### config.mk
export PLATFORM = sky130hd
export DESIGN_NAME = periodic_lattice_neighbour_index
export DESIGN_NICKNAME = d
export VERILOG_FILES = /design/src/design/plni_pkg.sv /design/src/design/periodic_lattice_neighbour_index.sv /design/src/design/plni_pow.sv /design/src/design/plni_mod.sv
export SDC_FILE = /design/constraint.sdc
export NUM_CORES = 1
export LEC_CHECK = 0
export BUFFER_PORTS_ARGS = -buffer_cell sky130_fd_sc_hd__buf_2
export CAP_MARGIN = 25
export CORE_AREA = 2 2 375 228
export DETAILED_ROUTE_END_ITERATION = 10
export DIE_AREA = 0 0 377 230
export PLACE_DENSITY = 0.59
export SLEW_MARGIN = 40
export SYNTH_ARGS = -nofsm -noshare
export SYNTH_HDL_FRONTEND = slang
export SYNTH_SLANG_ARGS = --single-unit
### constraint.sdc
create_clock -name clk -period 17.68 [get_ports clk]
set_input_delay 3.536 -clock clk [delete_from_list [all_inputs] [get_ports clk]]
set_output_delay 3.536 -clock clk [all_outputs]
set_load 0.05 [all_outputs]
### src/design/plni_pkg.sv
// ----------------------------------------------------------------------------
// plni_pkg
// Shared types and constants for the periodic lattice neighbour index block.
// ----------------------------------------------------------------------------
package plni_pkg;

    localparam int LEN_W  = 9;
    localparam int DIM_W  = 3;
    localparam int SITE_W = 32;
    localparam int DIR_W  = 3;
    localparam int CFG_W  = 9;
    localparam int CFG_IDX_W = 1;
    localparam int CNT_W  = $clog2(SITE_W + 1);

    localparam int MAX_DIM_DEF   = 4;
    localparam int SITE_BITS_DEF = 32;

    localparam logic [LEN_W-1:0] LEN_RESET = LEN_W'(4);
    localparam logic [DIM_W-1:0] DIM_RESET = DIM_W'(2);

    localparam logic [CFG_IDX_W-1:0] CFG_LATTICE_LENGTH  = 1'b0;
    localparam logic [CFG_IDX_W-1:0] CFG_DIMENSION_COUNT = 1'b1;

    typedef struct packed {
        logic [SITE_W-1:0] site_index;
        logic [DIR_W-1:0]  direction;
    } in_item_t;

    typedef struct packed {
        logic [SITE_W-1:0] neighbour_index;
        logic              out_of_range;
    } out_item_t;

endpackage

### src/design/periodic_lattice_neighbour_index.sv
// A new site and direction are taken only when the block is idle. A beat
// passes from acceptance through the power sequencer, which forms L^dim,
// L^(dim+1) and L^D (D = dimensions in use) with one multiply a cycle and
// then flags done, then the bit-serial remainder of the site by L^(dim+1)
// (32 steps), then a state that picks the wrap and a state that forms the
// neighbour, which waits until the output register is free. A new beat is
// taken only once the result is loaded, so beats do not overlap. Requests
// found out of range skip the remainder loop. A finished result sits in the
// output register while the next beat is taken.
// ----------------------------------------------------------------------------
// periodic_lattice_neighbour_index
// Neighbour of a site on a periodic D-dimensional hypercubic lattice of
// side L, forward or backward along one dimension, with range checking.
// ----------------------------------------------------------------------------
module periodic_lattice_neighbour_index #(
    parameter int MAX_DIM   = plni_pkg::MAX_DIM_DEF,
    parameter int SITE_BITS = plni_pkg::SITE_BITS_DEF
) (
    input  logic                           clk,
    input  logic                           rst_n,
    input  logic                           in_valid,
    output logic                           in_ready,
    input  plni_pkg::in_item_t             in_item,
    output logic                           out_valid,
    input  logic                           out_ready,
    output plni_pkg::out_item_t            out_item,
    input  logic                           cfg_we,
    input  logic [plni_pkg::CFG_IDX_W-1:0] cfg_index,
    input  logic [plni_pkg::CFG_W-1:0]     cfg_data
);
    import plni_pkg::*;

    localparam int PW_W   = LEN_W * MAX_DIM;
    localparam int WIDE_W = ((PW_W > SITE_W) ? PW_W : SITE_W) + 1;

    typedef enum logic [4:0] {
        S_IDLE = 5'b00001,
        S_POW  = 5'b00010,
        S_MOD  = 5'b00100,
        S_WRAP = 5'b01000,
        S_OUT  = 5'b10000
    } state_t;

    state_t           state_reg;
    state_t           state_next;
    logic [LEN_W-1:0] len_reg;
    logic [DIM_W-1:0] dims_reg;
    logic             out_valid_reg;
    out_item_t        out_item_reg;

    logic [SITE_W-1:0] site_reg;
    logic              fwd_reg;
    logic [DIM_W-1:0]  dcnt_reg;
    logic [DIM_W-1:0]  dsel_reg;
    logic              err_reg;
    logic [PW_W-1:0]   thr_reg;
    logic              sub_reg;
    logic [PW_W-1:0]   add_reg;

    logic              in_accept;
    logic [DIM_W-1:0]  dcnt;
    logic              fwd;
    logic [DIM_W-1:0]  dsel;
    logic              dir_err;
    logic              site_hi;
    logic              pow_done;
    logic [PW_W-1:0]   pow_stride;
    logic [PW_W-1:0]   pow_period;
    logic [PW_W-1:0]   pow_sites;
    logic              sites_err;
    logic              mod_start;
    logic              mod_done;
    logic [PW_W-1:0]   mod_rem;
    logic              wrap;
    logic [WIDE_W-1:0] site_w;
    logic [WIDE_W-1:0] add_w;
    logic [WIDE_W-1:0] nb_wide;
    logic              nb_big;
    logic              fin_err;
    logic              out_load;

    assign in_ready  = (state_reg == S_IDLE);
    assign in_accept = in_valid & in_ready;

    // request decode
    assign dcnt    = (dims_reg > DIM_W'(MAX_DIM)) ? DIM_W'(MAX_DIM) : dims_reg;
    assign fwd     = (in_item.direction < dcnt);
    assign dsel    = fwd ? in_item.direction : in_item.direction - dcnt;
    assign dir_err = ({1'b0, in_item.direction} >= {dcnt, 1'b0});
    assign site_hi = ((in_item.site_index >> SITE_BITS) != '0);

    plni_pow #(
        .MAX_DIM (MAX_DIM)
    ) u_pow (
        .clk    (clk),
        .rst_n  (rst_n),
        .start  (in_accept),
        .len    (len_reg),
        .count  (dcnt_reg),
        .dim    (dsel_reg),
        .done   (pow_done),
        .stride (pow_stride),
        .period (pow_period),
        .sites  (pow_sites)
    );

    assign sites_err = (WIDE_W'(site_reg) >= WIDE_W'(pow_sites));
    assign mod_start = (state_reg == S_POW) && pow_done && !(err_reg || sites_err);

    plni_mod #(
        .MOD_W (PW_W)
    ) u_mod (
        .clk      (clk),
        .rst_n    (rst_n),
        .start    (mod_start),
        .dividend (site_reg),
        .modulus  (pow_period),
        .done     (mod_done),
        .rem      (mod_rem)
    );

    // forward wraps at coordinate L-1, backward at coordinate 0
    assign wrap = fwd_reg ? (mod_rem >= thr_reg) : (mod_rem < pow_stride);

    assign site_w  = WIDE_W'(site_reg);
    assign add_w   = WIDE_W'(add_reg);
    assign nb_wide = sub_reg ? site_w - add_w : site_w + add_w;
    assign nb_big  = ((nb_wide >> SITE_BITS) != '0);
    assign fin_err = err_reg | nb_big;
    assign out_load = (state_reg == S_OUT) && (!out_valid_reg || out_ready);

    always_comb
    begin
        state_next = state_reg;
        case (state_reg)
            S_IDLE:
            begin
                if (in_accept)
                begin
                    state_next = S_POW;
                end
            end
            S_POW:
            begin
                if (pow_done)
                begin
                    state_next = (err_reg || sites_err) ? S_OUT : S_MOD;
                end
            end
            S_MOD:
            begin
                if (mod_done)
                begin
                    state_next = S_WRAP;
                end
            end
            S_WRAP:
            begin
                state_next = S_OUT;
            end
            S_OUT:
            begin
                if (out_load)
                begin
                    state_next = S_IDLE;
                end
            end
            default:
            begin
                state_next = S_IDLE;
            end
        endcase
    end

    always_ff @(posedge clk or negedge rst_n)
    begin
        if (!rst_n)
        begin
            state_reg     <= S_IDLE;
            len_reg       <= LEN_RESET;
            dims_reg      <= DIM_RESET;
            out_valid_reg <= 1'b0;
        end
        else
        begin
            state_reg <= state_next;
            if (cfg_we && (cfg_index == CFG_LATTICE_LENGTH))
            begin
                len_reg <= cfg_data[LEN_W-1:0];
            end
            if (cfg_we && (cfg_index == CFG_DIMENSION_COUNT))
            begin
                dims_reg <= cfg_data[DIM_W-1:0];
            end
            if (out_load)
            begin
                out_valid_reg <= 1'b1;
            end
            else if (out_ready)
            begin
                out_valid_reg <= 1'b0;
            end
        end
    end

    always_ff @(posedge clk)
    begin
        if (in_accept)
        begin
            site_reg <= in_item.site_index;
            fwd_reg  <= fwd;
            dcnt_reg <= dcnt;
            dsel_reg <= dsel;
            err_reg  <= dir_err | (len_reg == '0) | site_hi;
        end
        if ((state_reg == S_POW) && pow_done)
        begin
            err_reg <= err_reg | sites_err;
            thr_reg <= pow_period - pow_stride;
        end
        if (state_reg == S_WRAP)
        begin
            sub_reg <= (fwd_reg == wrap);
            add_reg <= wrap ? thr_reg : pow_stride;
        end
        if (out_load)
        begin
            out_item_reg.neighbour_index <= fin_err ? '0 : nb_wide[SITE_W-1:0];
            out_item_reg.out_of_range    <= fin_err;
        end
    end

    assign out_valid = out_valid_reg;
    assign out_item  = out_item_reg;

`ifndef SYNTH
    a_pow_done_in_pow: assert property (@(posedge clk) disable iff (!rst_n)
        pow_done |-> state_reg == S_POW)
        else $error("power sequencer finished outside its state");

    a_mod_done_in_mod: assert property (@(posedge clk) disable iff (!rst_n)
        mod_done |-> state_reg == S_MOD)
        else $error("remainder loop finished outside its state");

    a_rem_below_period: assert property (@(posedge clk) disable iff (!rst_n)
        state_reg == S_WRAP |-> mod_rem < pow_period)
        else $error("remainder not below L^(dim+1)");

    a_err_zero: assert property (@(posedge clk) disable iff (!rst_n)
        (out_valid_reg && out_item_reg.out_of_range) |-> out_item_reg.neighbour_index == '0)
        else $error("error beat carries a nonzero index");
`endif

endmodule

### src/design/plni_pow.sv
// ----------------------------------------------------------------------------
// plni_pow
// Power sequencer: steps L^k through k = 0..count with one multiply a cycle,
// keeping L^dim, L^(dim+1) and L^count.
// ----------------------------------------------------------------------------
module plni_pow #(
    parameter int MAX_DIM = plni_pkg::MAX_DIM_DEF
) (
    input  logic                                     clk,
    input  logic                                     rst_n,
    input  logic                                     start,
    input  logic [plni_pkg::LEN_W-1:0]               len,
    input  logic [plni_pkg::DIM_W-1:0]               count,
    input  logic [plni_pkg::DIM_W-1:0]               dim,
    output logic                                     done,
    output logic [plni_pkg::LEN_W*MAX_DIM-1:0]       stride,
    output logic [plni_pkg::LEN_W*MAX_DIM-1:0]       period,
    output logic [plni_pkg::LEN_W*MAX_DIM-1:0]       sites
);
    import plni_pkg::*;

    localparam int PW_W = LEN_W * MAX_DIM;

    logic            busy_reg;
    logic            done_reg;
    logic [DIM_W-1:0] k_reg;
    logic [PW_W-1:0] pw_reg;
    logic [PW_W-1:0] stride_reg;
    logic [PW_W-1:0] period_reg;
    logic [PW_W-1:0] sites_reg;
    logic [PW_W-1:0] prod;
    logic [DIM_W:0]  dim_plus;

    assign prod     = pw_reg * PW_W'(len);
    assign dim_plus = {1'b0, dim} + (DIM_W+1)'(1);

    always_ff @(posedge clk or negedge rst_n)
    begin
        if (!rst_n)
        begin
            busy_reg <= 1'b0;
            done_reg <= 1'b0;
            k_reg    <= '0;
        end
        else
        begin
            done_reg <= 1'b0;
            if (start)
            begin
                busy_reg <= 1'b1;
                k_reg    <= '0;
            end
            else if (busy_reg)
            begin
                if (k_reg == count)
                begin
                    busy_reg <= 1'b0;
                    done_reg <= 1'b1;
                end
                else
                begin
                    k_reg <= k_reg + DIM_W'(1);
                end
            end
        end
    end

    // power chain and captures
    always_ff @(posedge clk)
    begin
        if (start)
        begin
            pw_reg <= PW_W'(1);
        end
        else if (busy_reg)
        begin
            if (k_reg == dim)
            begin
                stride_reg <= pw_reg;
            end
            if ({1'b0, k_reg} == dim_plus)
            begin
                period_reg <= pw_reg;
            end
            if (k_reg == count)
            begin
                sites_reg <= pw_reg;
            end
            else
            begin
                pw_reg <= prod;
            end
        end
    end

    assign done   = done_reg;
    assign stride = stride_reg;
    assign period = period_reg;
    assign sites  = sites_reg;

endmodule

### src/design/plni_mod.sv
// ----------------------------------------------------------------------------
// plni_mod
// Bit-serial remainder: shifts the site in one bit a cycle, most significant
// first, with one compare and subtract against the modulus per bit.
// ----------------------------------------------------------------------------
module plni_mod #(
    parameter int MOD_W = plni_pkg::LEN_W * plni_pkg::MAX_DIM_DEF
) (
    input  logic                        clk,
    input  logic                        rst_n,
    input  logic                        start,
    input  logic [plni_pkg::SITE_W-1:0] dividend,
    input  logic [MOD_W-1:0]            modulus,
    output logic                        done,
    output logic [MOD_W-1:0]            rem
);
    import plni_pkg::*;

    logic             busy_reg;
    logic             done_reg;
    logic [CNT_W-1:0] cnt_reg;
    logic [SITE_W-1:0] sh_reg;
    logic [MOD_W-1:0] r_reg;
    logic [MOD_W-1:0] mod_reg;
    logic [MOD_W:0]   trial;
    logic [MOD_W:0]   mod_ext;
    logic [MOD_W-1:0] r_next;

    assign trial   = {r_reg, sh_reg[SITE_W-1]};
    assign mod_ext = {1'b0, mod_reg};
    assign r_next  = (trial >= mod_ext) ? MOD_W'(trial - mod_ext) : trial[MOD_W-1:0];

    always_ff @(posedge clk or negedge rst_n)
    begin
        if (!rst_n)
        begin
            busy_reg <= 1'b0;
            done_reg <= 1'b0;
            cnt_reg  <= '0;
        end
        else
        begin
            done_reg <= 1'b0;
            if (start)
            begin
                busy_reg <= 1'b1;
                cnt_reg  <= CNT_W'(SITE_W);
            end
            else if (busy_reg)
            begin
                cnt_reg <= cnt_reg - CNT_W'(1);
                if (cnt_reg == CNT_W'(1))
                begin
                    busy_reg <= 1'b0;
                    done_reg <= 1'b1;
                end
            end
        end
    end

    always_ff @(posedge clk)
    begin
        if (start)
        begin
            sh_reg  <= dividend;
            r_reg   <= '0;
            mod_reg <= modulus;
        end
        else if (busy_reg)
        begin
            sh_reg <= {sh_reg[SITE_W-2:0], 1'b0};
            r_reg  <= r_next;
        end
    end

    assign done = done_reg;
    assign rem  = r_reg;

endmodule
# Word-level counts from Yosys, hierarchy flattened

Cells that the tools add are included.

Bits in registers: 425
Input bits: 50
Output and inout bits: 35
Logic and storage cells: 121

Add/subtract/negate cells: 8
Multipliers: 1
Order comparisons: 7
Equal/unequal tests: 15
Multiplexer cells: 35
Bitwise gates (word level): 7
Reduce and logical (&&, ||, !) cells: 21

Operator list:

| kind                | number |
|---|---|
| $mux 36             | 2 |
| $sub 36x36->36      | 2 |
| $mux 32             | 2 |
| $add 32x36->37      | 1 |
| $ge 37x36->1        | 1 |
| $mux 37             | 1 |
| $reduce_bool 37->1  | 1 |
| $sub 32x36->37      | 1 |
| $ge 32x36->1        | 1 |
| $ge 36x36->1        | 1 |
| $lt 36x36->1        | 1 |
| $mul 36x9->36       | 1 |
| $mux 5              | 5 |
| $pmux 5 s5          | 1 |
| $mux 1              | 17 |
| $mux 3              | 5 |
| $mux 6              | 2 |
| $logic_not 9->1     | 1 |
| $reduce_and 3->1    | 3 |
| $reduce_bool 2->1   | 4 |
| $eq 3x3->1          | 2 |
| $eq 6x1->1 const B  | 1 |
| $ne 2x1->1 const B  | 3 |
| $sub 6x1->6 const B | 1 |
| 22 further kinds    | 34 |

# Logic depth before layout (Yosys ltp)

Gate-level depths: netlist of run 1.

Depth in word-level cells: 6
Mapped depth: 22
Depth with buffers taken out: 20

# Hierarchy

A second synthesis of run 1 with hierarchy kept.

Cell total of the unflattened synthesis: 3,245
Area total of the unflattened synthesis: 32,705.1 µm²

By module, submodules not included:

| module                           | instances | cells an instance | area an instance (µm²) | seq. area each (µm²) |
|---|---|---|---|---|
| plni_pow                         | 1         | 1,327             | 13,465.4               | 4,088.9 |
| periodic_lattice_neighbour_index | 1         | 1,283             | 12,796.0               | 4,838.4 |
| plni_mod                         | 1         | 635               | 6,443.7                | 2,962.8 |

# Worst setup path before layout of run 1

OpenSTA, ideal clock, no wires.

Path type: input to register
Start: input in_valid
End: register u_pow.period_reg[0] (netlist: u_pow.period[0]) (enable)
Setup time: 0.519 ns
Arrival: 7.567 ns
Required time: 17.161 ns
Slack: 9.594 ns
Cell stages on the path: 4
Path through: nand2_1 -> clkbuf_1 -> nand2_1 -> nor4_1

Cells in the longest elaborated chain, start to end: 3

RTL lines:

| what                              | RTL line                               | RTL |
|---|---|---|
| from (decl)                       | periodic_lattice_neighbour_index.sv:21 | `input logic in_valid,` |
| $and 1x1->1                       | periodic_lattice_neighbour_index.sv:83 | `assign in_accept = in_valid & in_ready;` |
| $not 1->1 (no source line)        | n/a                                    |  |
| $reduce_and 3->1 (no source line) | n/a                                    |  |
| to (signal assigned)              | plni_pow.sv:83                         | `period_reg <= pw_reg;` |
| to (decl)                         | plni_pow.sv:29                         | `logic [PW_W-1:0] period_reg;` |

Every way passes these cells.
A chain may end at the register's enable or synchronous reset.

# Worst setup path after layout of run 1

Start: register len_reg[2]
End: register u_pow.pw_reg[35]

Cells in the longest elaborated chain, start to end: 1

RTL lines:

| what                   | RTL line                                | RTL |
|---|---|---|
| from (decl)            | periodic_lattice_neighbour_index.sv:46  | `logic [LEN_W-1:0] len_reg;` |
| from (signal assigned) | periodic_lattice_neighbour_index.sv:189 | `len_reg <= cfg_data[LEN_W-1:0];` |
| $mul 36x9->36          | plni_pow.sv:34                          | `assign prod = pw_reg * PW_W'(len);` |
| to (signal assigned)   | plni_pow.sv:91                          | `pw_reg <= prod;` |
| to (decl)              | plni_pow.sv:27                          | `logic [PW_W-1:0] pw_reg;` |

Every way passes these cells.

==> impl_metrics.prom, run 1 <==
# TYPE chip_impl_metric gauge
chip_impl_metric{name="finalCritPeriodShare",unit="%"} 38.7
chip_impl_metric{name="slew_worst_pin",unit="ns"} 0.893
chip_impl_metric{name="initial_utilization",unit="%"} 38.8
chip_impl_metric{name="hold_violations",unit=""} 0
chip_impl_metric{name="timing.critical_path.required",unit="ns"} 18.15
chip_impl_metric{name="io_pins",unit=""} 85
chip_impl_metric{name="reg2reg_depth",unit=""} 20
chip_impl_metric{name="synth_fa_ha_area_share",unit="%"} 23.2
chip_impl_info{name="grt_setup_unrepaired",value="false"} 1
chip_impl_metric{name="synth_nets",unit=""} 3728
chip_impl_metric{name="layout.nets",unit=""} 3762
chip_impl_metric{name="number_of_buffers_added_on_ports",unit=""} 84
chip_impl_metric{name="drt_iter0_markers",unit=""} 2059
chip_impl_metric{name="vias",unit=""} 23200
chip_impl_metric{name="die_height",unit="µm"} 230
chip_impl_info{name="critical_path_class",value="reg2reg"} 1
chip_impl_metric{name="yosys_warnings",unit=""} 0
chip_impl_metric{name="detail_route.wl_per_cell",unit="µm"} 20.6
chip_impl_info{name="crit_path_top_delay_cell",value="sky130_fd_sc_hd__dfstp_2"} 1
chip_impl_metric{name="numClockSinks",unit=""} 425
chip_impl_info{name="startpoint_type",value="flip-flop"} 1
chip_impl_metric{name="worstPathArrival",unit="ns"} 7.30
chip_impl_metric{name="drt_drc_violations_left",unit=""} 0
chip_impl_metric{name="detail_route.first_pass.iterations",unit=""} 5
chip_impl_info{name="status",value="completed"} 1
chip_impl_metric{name="synth.cell_area",unit="µm²"} 32200
chip_impl_metric{name="synthXorXnorAreaFrac",unit="%"} 4.62
chip_impl_info{name="worst_hold_startpoint",value="u_pow.period[2]$_DFFE_PP_"} 1
chip_impl_metric{name="dieArea",unit="µm²"} 86700
chip_impl_metric{name="antenna-diode-count",unit=""} 0
chip_impl_metric{name="synth-compound-area-share",unit="%"} 11.9
chip_impl_metric{name="grt_first_pass_wirelength",unit="µm"} 139000
chip_impl_metric{name="clk_pin_slew_worst_paths",unit="ns"} 0.07
chip_impl_metric{name="synth_enable_flop_cells",unit=""} 322
chip_impl_metric{name="globalRouteOverflowTotal",unit=""} 0
chip_impl_metric{name="worst-path-stages",unit=""} 20
chip_impl_metric{name="synthesis.instances",unit=""} 3207
chip_impl_metric{name="critical_path_buf_inv_count",unit=""} 4
chip_impl_metric{name="postCtsHoldBufs",unit=""} 0
chip_impl_metric{name="cap_viol_max_count",unit=""} 0
chip_impl_metric{name="fp.dieW",unit="µm"} 377
chip_impl_info{name="crit-reg2reg-launch",value="len_reg[2]$_DFFE_PN1P_"} 1
chip_impl_metric{name="finalNonFillerCells",unit=""} 4367
chip_impl_metric{name="max_freq",unit="GHz"} 0.146
chip_impl_metric{name="detailed_place_hpwl",unit="µm"} 70500
chip_impl_metric{name="numPlacedInstances",unit=""} 4288
chip_impl_metric{name="reg2reg_setup_slack",unit="ns"} 10.84
chip_impl_metric{name="finalWorstPathRequiredPeriod",unit="ns"} 6.84
chip_impl_info{name="synthFlopType",value="sky130_fd_sc_hd__edfxtp_1"} 1
chip_impl_metric{name="timing.critical_path.slowest_cell_delay",unit="ns"} 0.84
chip_impl_metric{name="finalSetupViolCount",unit=""} 0
chip_impl_metric{name="final_core_utilization",unit="%"} 42.4
chip_impl_metric{name="ys_seq_area_share",unit="%"} 36.9
chip_impl_metric{name="clockBufferDepth",unit=""} 3
chip_impl_metric{name="track_usage",unit="%"} 21.1
chip_impl_info{name="tritoncts",value="built"} 1
chip_impl_metric{name="async_reset_ff_share",unit="%"} 7.29
chip_impl_metric{name="routed_wl",unit="µm"} 90100
chip_impl_metric{name="timing_max_transition_violations_final",unit=""} 0
chip_impl_metric{name="proportion_of_layout_cells_with_a_drive_suffix_above_1",unit="%"} 8.09
chip_impl_metric{name="rows",unit=""} 82
chip_impl_metric{name="muxShareOfSynthArea",unit="%"} 3.34
chip_impl_metric{name="core_region_area",unit="µm²"} 83100
chip_impl_metric{name="synth_cell_type_count",unit=""} 81
chip_impl_metric{name="grt_max_degree",unit=""} 74
chip_impl_metric{name="cts_bufs_inserted",unit=""} 43
chip_impl_metric{name="detail-route-antenna-nets",unit=""} 0
chip_impl_metric{name="post_cts.repair.setup_buffers",unit=""} 0
chip_impl_metric{name="post_syn_area_per_cell",unit="µm²"} 10.1
chip_impl_metric{name="clock_latency",unit="ns"} 0.61
chip_impl_metric{name="antenna_found_initial",unit=""} 4
chip_impl_metric{name="slew_headroom",unit="%"} 39.8
chip_impl_metric{name="post_cts_resize_count",unit=""} 0
chip_impl_info{name="worstHoldPathType",value="reg2reg"} 1
chip_impl_metric{name="synth.ff_latch_count",unit=""} 425
chip_impl_info{name="timing.critical_path.cells",value="buf_4 -> nand2_1 -> fa_1 -> inv_1 -> fa_1 -> inv_1 -> fa_1 -> fa_1 -> inv_1 -> ha_1 -> o21ai_0 -> o21ai_0 -> nand4_1 -> a31oi_1 -> a2111o_1 -> a311oi_1 -> o311a_1 -> a21oi_1 -> xnor2_1 -> a21oi_1"} 1
chip_impl_info{name="main_combinational_cell_family_by_area_after_synthesis",value="adder cells"} 1
chip_impl_metric{name="htree_levels",unit=""} 2
chip_impl_metric{name="grt_pass1_vias",unit=""} 21600
chip_impl_info{name="critical_path.endpoint_type",value="flip-flop"} 1
chip_impl_metric{name="setup-tns-final",unit="ns"} 0
chip_impl_info{name="min_to",value="u_mod.mod_reg[2]$_DFFE_PP_"} 1
chip_impl_info{name="cpMostUsedCell",value="sky130_fd_sc_hd__fa_1"} 1
chip_impl_metric{name="holdPathStages",unit=""} 0
chip_impl_metric{name="route.detailed.vias_per_inst",unit=""} 5.32
chip_impl_info{name="r2r-end",value="u_pow.pw_reg[35]$_SDFFE_PP0P_"} 1
chip_impl_metric{name="fin_skew",unit="ns"} 0.0181
chip_impl_metric{name="crit_path_max_fanout",unit=""} 20
chip_impl_info{name="clock_tree_root",value="sky130_fd_sc_hd__clkbuf_16"} 1
chip_impl_metric{name="synthSimpleGateAreaFrac",unit="%"} 13.7
chip_impl_info{name="cpLargestDelayFamily",value="adder cells"} 1
chip_impl_metric{name="finalWeightedCongestion",unit=""} 0.918
chip_impl_metric{name="area_delta_synth_final",unit="%"} 9.30
-- cell usage after synthesis (6+ instances only) --
cell type	count	share of area (%)
sky130_fd_sc_hd__dfxtp_1	72	4.5
sky130_fd_sc_hd__o21a_1	19	0.44
sky130_fd_sc_hd__or3_1	13	0.25
sky130_fd_sc_hd__nor4_1	17	0.33
sky130_fd_sc_hd__ha_1	260	10
sky130_fd_sc_hd__a31o_2	6	0.16
sky130_fd_sc_hd__fa_1	211	13
sky130_fd_sc_hd__dfrtp_1	28	2.2
sky130_fd_sc_hd__nand4_1	41	0.80
sky130_fd_sc_hd__a311oi_1	15	0.41
sky130_fd_sc_hd__inv_1	413	4.8
sky130_fd_sc_hd__o21bai_1	20	0.47
sky130_fd_sc_hd__a31oi_1	22	0.43
sky130_fd_sc_hd__a211oi_1	38	0.88
sky130_fd_sc_hd__clkbuf_1	97	1.1
sky130_fd_sc_hd__nand2_1	298	3.5
sky130_fd_sc_hd__a21o_1	95	2.2
sky130_fd_sc_hd__or2_2	9	0.17
sky130_fd_sc_hd__xnor2_1	111	3.0
sky130_fd_sc_hd__xor2_1	59	1.6
sky130_fd_sc_hd__nor2b_1	27	0.52
sky130_fd_sc_hd__nor2_1	187	2.2
sky130_fd_sc_hd__nand3_1	36	0.56
sky130_fd_sc_hd__and2_1	168	3.3
sky130_fd_sc_hd__buf_1	12	0.14
sky130_fd_sc_hd__nor3_1	35	0.54
sky130_fd_sc_hd__mux2_2	44	1.5
sky130_fd_sc_hd__o31ai_1	11	0.26
sky130_fd_sc_hd__edfxtp_1	322	30
sky130_fd_sc_hd__o21ai_0	97	1.5
sky130_fd_sc_hd__and3_1	22	0.43
sky130_fd_sc_hd__nand2b_1	26	0.50
sky130_fd_sc_hd__a21oi_1	197	3.1
sky130_fd_sc_hd__mux2i_1	58	1.8
sky130_fd_sc_hd__o211ai_1	16	0.37
sky130_fd_sc_hd__buf_2	10	0.16
-- layout make-up --
class	instances	area, µm²
Fill cell	8029	47900
Multi-Input combinational cell	2245	18400
Sequential cell	425	11900
Inverter	415	1560
Tap cell	1092	1370
Clock buffer	60	1200
Timing Repair Buffer	111	629
Clock inverter	19	180
-- metrics by stage --
step	hold WS, ns	instance area (µm²)	worst slack, ns
after floorplan	0.426	32200	9.59
after global placement	0.443	33800	11.13
final	0.459	35200	10.84
after CTS	0.462	35200	10.94
after global routing	0.473	35200	10.60
after detailed placement	0.450	33800	10.96
-- worst register-to-register path: stages, from the launching register on --
cell                       delay, ns
sky130_fd_sc_hd__dfstp_2        0.84
sky130_fd_sc_hd__buf_4          0.34
sky130_fd_sc_hd__nand2_1        0.12
sky130_fd_sc_hd__fa_1           0.56
sky130_fd_sc_hd__inv_1          0.05
sky130_fd_sc_hd__fa_1           0.49
sky130_fd_sc_hd__inv_1          0.05
sky130_fd_sc_hd__fa_1           0.47
sky130_fd_sc_hd__fa_1           0.56
sky130_fd_sc_hd__inv_1          0.05
sky130_fd_sc_hd__ha_1           0.34
sky130_fd_sc_hd__o21ai_0        0.14
sky130_fd_sc_hd__o21ai_0        0.41
sky130_fd_sc_hd__nand4_1        0.31
sky130_fd_sc_hd__a31oi_1        0.58
sky130_fd_sc_hd__a2111o_1       0.34
sky130_fd_sc_hd__a311oi_1       0.17
sky130_fd_sc_hd__o311a_1        0.43
sky130_fd_sc_hd__a21oi_1        0.21
sky130_fd_sc_hd__xnor2_1        0.16
sky130_fd_sc_hd__a21oi_1        0.08
-- routing by layer --
layer / wire length [µm] / global-route usage (%) / vias to the layer above
li1: - / - / 11000
met1: 46400 / 34.5 / 11300
met2: 33100 / 26.5 / 778
met3: 9380 / 6.23 / 77
met4: 1240 / 3.66 / 0
met5: 0 / 0 / -
-- how the worst max path moves through the flow --
stage / slack (ns) / start / endpoint
3_5_place_dp: 10.96 / len_reg[2]$_DFFE_PN1P_ / u_pow.pw_reg[35]$_SDFFE_PP0P_
6_report: 10.84 / len_reg[2]$_DFFE_PN1P_ / u_pow.pw_reg[35]$_SDFFE_PP0P_
4_1_cts: 10.94 / len_reg[2]$_DFFE_PN1P_ / u_pow.pw_reg[35]$_SDFFE_PP0P_
2_1_floorplan: 9.59 / in_valid / u_pow.period[0]$_DFFE_PP_
5_1_grt: 10.60 / len_reg[2]$_DFFE_PN1P_ / u_pow.pw_reg[35]$_SDFFE_PP0P_
3_3_place_gp: 11.13 / len_reg[2]$_DFFE_PN1P_ / u_pow.pw_reg[35]$_SDFFE_PP0P_
-- cells by family after synthesis --
group | after synthesis
compound gates | 596
xor+xnor | 170
fa+ha+maj | 471
buf+inv | 537
flops | 425
mux | 102
simple gates | 906
-- layout by cell type, fill, tap and decap left out, drive strengths merged, types with 15 or more instances in the layout --
cell,instances
nand2,298
a311oi,15
dfxtp,72
edfxtp,322
nor4,17
mux2,44
dfrtp,28
a31oi,22
a211oi,40
nor3,36
o211ai,16
mux2i,58
xnor2,111
o21a,19
clkinv,15
o21ai,97
nand4,42
nor2,187
a21o,95
and2,168
xor2,59
nand3,36
o21bai,20
inv,416
a21oi,197
nor2b,27
and3,22
buf,111
clkbuf,60
nand2b,27
ha,260
fa,211
Power of run 1 is not shown: default switching activity piles up to over one toggle a cycle in this logic, so the estimate is an artifact.
==> run 2: changes to the inputs <==
--- a/config.mk
+++ b/config.mk
@@ -5,11 +5,12 @@
 export SDC_FILE = /design/constraint.sdc
 export NUM_CORES = 1
 export LEC_CHECK = 0
+export ABC_AREA = 1
 export BUFFER_PORTS_ARGS = -buffer_cell sky130_fd_sc_hd__buf_2
 export CAP_MARGIN = 25
-export CORE_AREA = 2 2 375 228
+export CORE_AREA = 2 2 386 235
 export DETAILED_ROUTE_END_ITERATION = 10
-export DIE_AREA = 0 0 377 230
+export DIE_AREA = 0 0 388 237
 export PLACE_DENSITY = 0.59
 export SLEW_MARGIN = 40
 export SYNTH_ARGS = -nofsm -noshare
==> constraint.sdc (replaced) <==
create_clock -name clk -period 6.9 [get_ports clk]
set_input_delay 1.38 -clock clk [delete_from_list [all_inputs] [get_ports clk]]
set_output_delay 1.38 -clock clk [all_outputs]
set_load 0.05 [all_outputs]
==> run 2 against run 1 <==
  * Cell area up 6.9%
  * Count of clock-buffer cells in the layout up 3
  * Via count up 21%
  * Utilization up 0.087 points
  * Die area up 6.1%
  * Synthesized area up 6.5%
  * Final cell count up 24%
==> impl_metrics.prom, run 2 <==
# TYPE chip_impl_metric gauge
chip_impl_metric{name="timing.critical_path.slowest_cell_delay",unit="ns"} 0.69
chip_impl_info{name="crit_path_top_delay_cell",value="sky130_fd_sc_hd__nor3_1"} 1
chip_impl_metric{name="crit_path_max_fanout",unit=""} 24
chip_impl_metric{name="synth_fa_ha_area_share",unit="%"} 21.8
chip_impl_metric{name="timing.critical_path.required",unit="ns"} 7.41
chip_impl_metric{name="post-synth-top-area-fraction",unit="%"} 28.2
chip_impl_metric{name="grt_max_degree",unit=""} 73
chip_impl_metric{name="worstPathArrival",unit="ns"} 6.56
chip_impl_info{name="status",value="completed"} 1
chip_impl_metric{name="numClockSinks",unit=""} 425
chip_impl_info{name="timing.critical_path.cells",value="buf_4 -> nand2_1 -> inv_1 -> fa_1 -> fa_1 -> fa_1 -> inv_1 -> fa_1 -> inv_1 -> ha_1 -> nand2_1 -> inv_1 -> nand2_1 -> nor3_1 -> nand3_1 -> nand2_1 -> a21oi_1 -> xnor2_1 -> o21ai_0 -> inv_1"} 1
chip_impl_metric{name="drt_iter0_markers",unit=""} 2975
chip_impl_metric{name="setup-tns-final",unit="ns"} 0
chip_impl_metric{name="grt_pass1_vias",unit=""} 26500
chip_impl_metric{name="synth_nets",unit=""} 4680
chip_impl_metric{name="io_pins",unit=""} 85
chip_impl_metric{name="core_region_area",unit="µm²"} 88700
chip_impl_metric{name="drt_drc_violations_left",unit=""} 0
chip_impl_metric{name="vias",unit=""} 28000
chip_impl_info{name="critical_path.endpoint_type",value="flip-flop"} 1
chip_impl_metric{name="muxShareOfSynthArea",unit="%"} 0.197
chip_impl_metric{name="number_of_buffers_added_on_ports",unit=""} 84
chip_impl_metric{name="clockBufferDepth",unit=""} 3
chip_impl_metric{name="detail-route-antenna-nets",unit=""} 0
chip_impl_info{name="layout.cells.most_common_list",value="954 x sky130_fd_sc_hd__nand2_1, 816 x sky130_fd_sc_hd__inv_1, 322 x sky130_fd_sc_hd__edfxtp_1, 293 x sky130_fd_sc_hd__nor2_1, 263 x sky130_fd_sc_hd__a21oi_1"} 1
chip_impl_metric{name="clock_latency",unit="ns"} 0.63
chip_impl_metric{name="slew_headroom",unit="%"} 39.7
chip_impl_info{name="clock_tree_root",value="sky130_fd_sc_hd__clkbuf_16"} 1
chip_impl_metric{name="ys_seq_area_share",unit="%"} 34.6
chip_impl_metric{name="globalRouteOverflowTotal",unit=""} 0
chip_impl_info{name="main_combinational_cell_family_by_area_after_synthesis",value="adder cells"} 1
chip_impl_metric{name="finalWeightedCongestion",unit=""} 1.03
chip_impl_metric{name="initial_utilization",unit="%"} 38.7
chip_impl_info{name="top_cell_types_by_occurrence_after_synthesis",value="957 x sky130_fd_sc_hd__nand2_1, 818 x sky130_fd_sc_hd__inv_1, 322 x sky130_fd_sc_hd__edfxtp_1"} 1
chip_impl_metric{name="worst_hold_slack",unit="ns"} 0.470
chip_impl_metric{name="grt_first_pass_wirelength",unit="µm"} 168000
chip_impl_metric{name="synth.cell_area",unit="µm²"} 34300
chip_impl_metric{name="finalSetupViolCount",unit=""} 0
chip_impl_metric{name="slew_worst_pin",unit="ns"} 0.898
chip_impl_metric{name="post_dp_cell_area",unit="µm²"} 36100
chip_impl_metric{name="max_freq",unit="GHz"} 0.165
chip_impl_metric{name="async_reset_ff_share",unit="%"} 7.29
chip_impl_metric{name="detailed_place_hpwl",unit="µm"} 89200
chip_impl_metric{name="rows",unit=""} 85
chip_impl_metric{name="timing_max_transition_violations_final",unit=""} 0
chip_impl_metric{name="synth-compound-area-share",unit="%"} 9.80
chip_impl_metric{name="synth.ff_latch_count",unit=""} 425
chip_impl_metric{name="area_delta_synth_final",unit="%"} 9.81
chip_impl_metric{name="synthXorXnorAreaFrac",unit="%"} 3.98
chip_impl_metric{name="post_cts_resize_count",unit=""} 0
chip_impl_metric{name="htree_levels",unit=""} 2
chip_impl_info{name="synth_area_leader_cell",value="sky130_fd_sc_hd__edfxtp_1"} 1
chip_impl_metric{name="post_syn_area_per_cell",unit="µm²"} 8.25
chip_impl_metric{name="routed_wl",unit="µm"} 111000
chip_impl_info{name="synthFlopType",value="sky130_fd_sc_hd__edfxtp_1"} 1
chip_impl_metric{name="fin_skew",unit="ns"} 0.0470
chip_impl_metric{name="hold_violations",unit=""} 0
chip_impl_metric{name="postCtsHoldBufs",unit=""} 0
chip_impl_metric{name="route.detailed.vias_per_inst",unit=""} 5.17
chip_impl_metric{name="yosys_warnings",unit=""} 0
chip_impl_metric{name="synthSimpleGateAreaFrac",unit="%"} 19.1
chip_impl_metric{name="detail_route.wl_per_cell",unit="µm"} 20.5
chip_impl_info{name="critical_path_class",value="reg2reg"} 1
chip_impl_metric{name="synthesis.instances",unit=""} 4159
chip_impl_metric{name="dieArea",unit="µm²"} 92000
chip_impl_metric{name="synth_enable_flop_cells",unit=""} 322
chip_impl_info{name="startpoint_type",value="flip-flop"} 1
chip_impl_info{name="tritoncts",value="built"} 1
chip_impl_info{name="cpMostUsedCell",value="sky130_fd_sc_hd__inv_1"} 1
chip_impl_metric{name="finalCritPeriodShare",unit="%"} 87.7
chip_impl_info{name="grt_setup_unrepaired",value="false"} 1
chip_impl_metric{name="post_cts.repair.setup_buffers",unit=""} 0
chip_impl_metric{name="layout.nets",unit=""} 4729
chip_impl_metric{name="synth_cell_type_count",unit=""} 55
chip_impl_metric{name="proportion_of_layout_cells_with_a_drive_suffix_above_1",unit="%"} 6.90
chip_impl_info{name="worstHoldPathType",value="reg2reg"} 1
chip_impl_info{name="synth_most_common_cell",value="sky130_fd_sc_hd__nand2_1"} 1
chip_impl_metric{name="detail_route.first_pass.iterations",unit=""} 8
chip_impl_metric{name="post-route-cell-area",unit="µm²"} 37700
chip_impl_metric{name="antenna_found_initial",unit=""} 11
chip_impl_metric{name="track_usage",unit="%"} 24.3
chip_impl_info{name="synth.top_cells.by_area",value="sky130_fd_sc_hd__edfxtp_1 28%, sky130_fd_sc_hd__fa_1 12%, sky130_fd_sc_hd__nand2_1 10%"} 1
chip_impl_metric{name="clk_pin_slew_worst_paths",unit="ns"} 0.07
chip_impl_metric{name="fp.dieW",unit="µm"} 388
chip_impl_metric{name="die_height",unit="µm"} 237
chip_impl_metric{name="cts_bufs_inserted",unit=""} 46
chip_impl_info{name="mostFrequentLayoutCell",value="sky130_fd_sc_hd__nand2_1"} 1
chip_impl_metric{name="cap_viol_max_count",unit=""} 0
chip_impl_metric{name="finalWorstPathRequiredPeriod",unit="ns"} 6.05
## run 2: cell types whose count changed in the layout (fill, tap and decap cells not counted), moves of 79 or more
cell and change:
sky130_fd_sc_hd__a21o_1 -79, sky130_fd_sc_hd__and2_1 -166, sky130_fd_sc_hd__inv_1 +404, sky130_fd_sc_hd__nand2_1 +656, sky130_fd_sc_hd__nand3_1 +92, sky130_fd_sc_hd__nor2_1 +107
sky130_fd_sc_hd__o21ai_0 +91
## run 2: through the flow
| stage | cells | setup slack, ns | util, % |
|---|---|---|---|
| global placement | 5332 | 1.12 | 40.6 |
| global route | 5420 | 0.677 | 42.5 |
| floorplan | 4159 | 0.869 | - |
| CTS | 5420 | 1.13 | 42.5 |
| detailed placement | 5334 | 1.15 | 40.7 |
| finish | 5424 | 0.847 | 42.5 |
## run 2: worst max-delay path, delay by kind of cell, from the launching register on
kind | cells | cell delay [ns]
DFF | 1 | 0.65
and+or+nand+nor | 6 | 1.56
xor gates and xnor gates | 1 | 0.15
AOI/OAI and AO/OA | 2 | 0.25
buffers and inverters | 6 | 0.83
adders and majority gates | 5 | 2.50
## run 2: metal layers
layer / vias to the layer above / global-route usage (%) / share of wire, %
li1: 13400 / - / -
met1: 13300 / 37.7 / 49
met2: 1250 / 31.2 / 36
met3: 113 / 9.62 / 13
met4: 2 / 4.23 / 1.6
met5: - / 0 / 0.0099
## run 2: area by class of cell
class,instances,area (µm²)
Fill cell,9001,51000
Multi-Input combinational cell,2795,18900
Sequential cell,425,11900
Inverter,820,3080
Tap cell,1174,1470
Clock buffer,63,1330
Timing Repair Buffer,120,729
Clock inverter,23,269
Antenna cell,4,10.0
## run 2: path summary, 6_finish.rpt
kind,start,to,slack [ns],depth (start not counted)
max,len_reg[8]$_DFFE_PN0P_,u_pow.pw_reg[30]$_SDFFE_PP0P_,0.85,20
min,u_pow.period[24]$_DFFE_PP_,u_mod.mod_reg[24]$_DFFE_PP_,0.47,0
max reg2reg,len_reg[8]$_DFFE_PN0P_,u_pow.pw_reg[30]$_SDFFE_PP0P_,0.85,20
min reg2reg,u_pow.period[24]$_DFFE_PP_,u_mod.mod_reg[24]$_DFFE_PP_,0.47,0
max in group asynchronous,rst_n,len_reg[2]$_DFFE_PN1P_,5.76,1
min in group asynchronous,rst_n,u_mod.cnt_reg[5]$_DFFE_PN0P_,0.73,1
## run 2: logic make-up (layout without fill, tap and decap cells)
family / after synthesis / in the layout
mux: 6 / 6
other cells: 0 / 4
xor+xnor: 156 / 156
simple gates: 1552 / 1552
fa+ha+maj: 471 / 471
flops: 425 / 425
compound gates: 610 / 610
buf+inv: 939 / 1026
Power of run 2 is left out for the same reason.
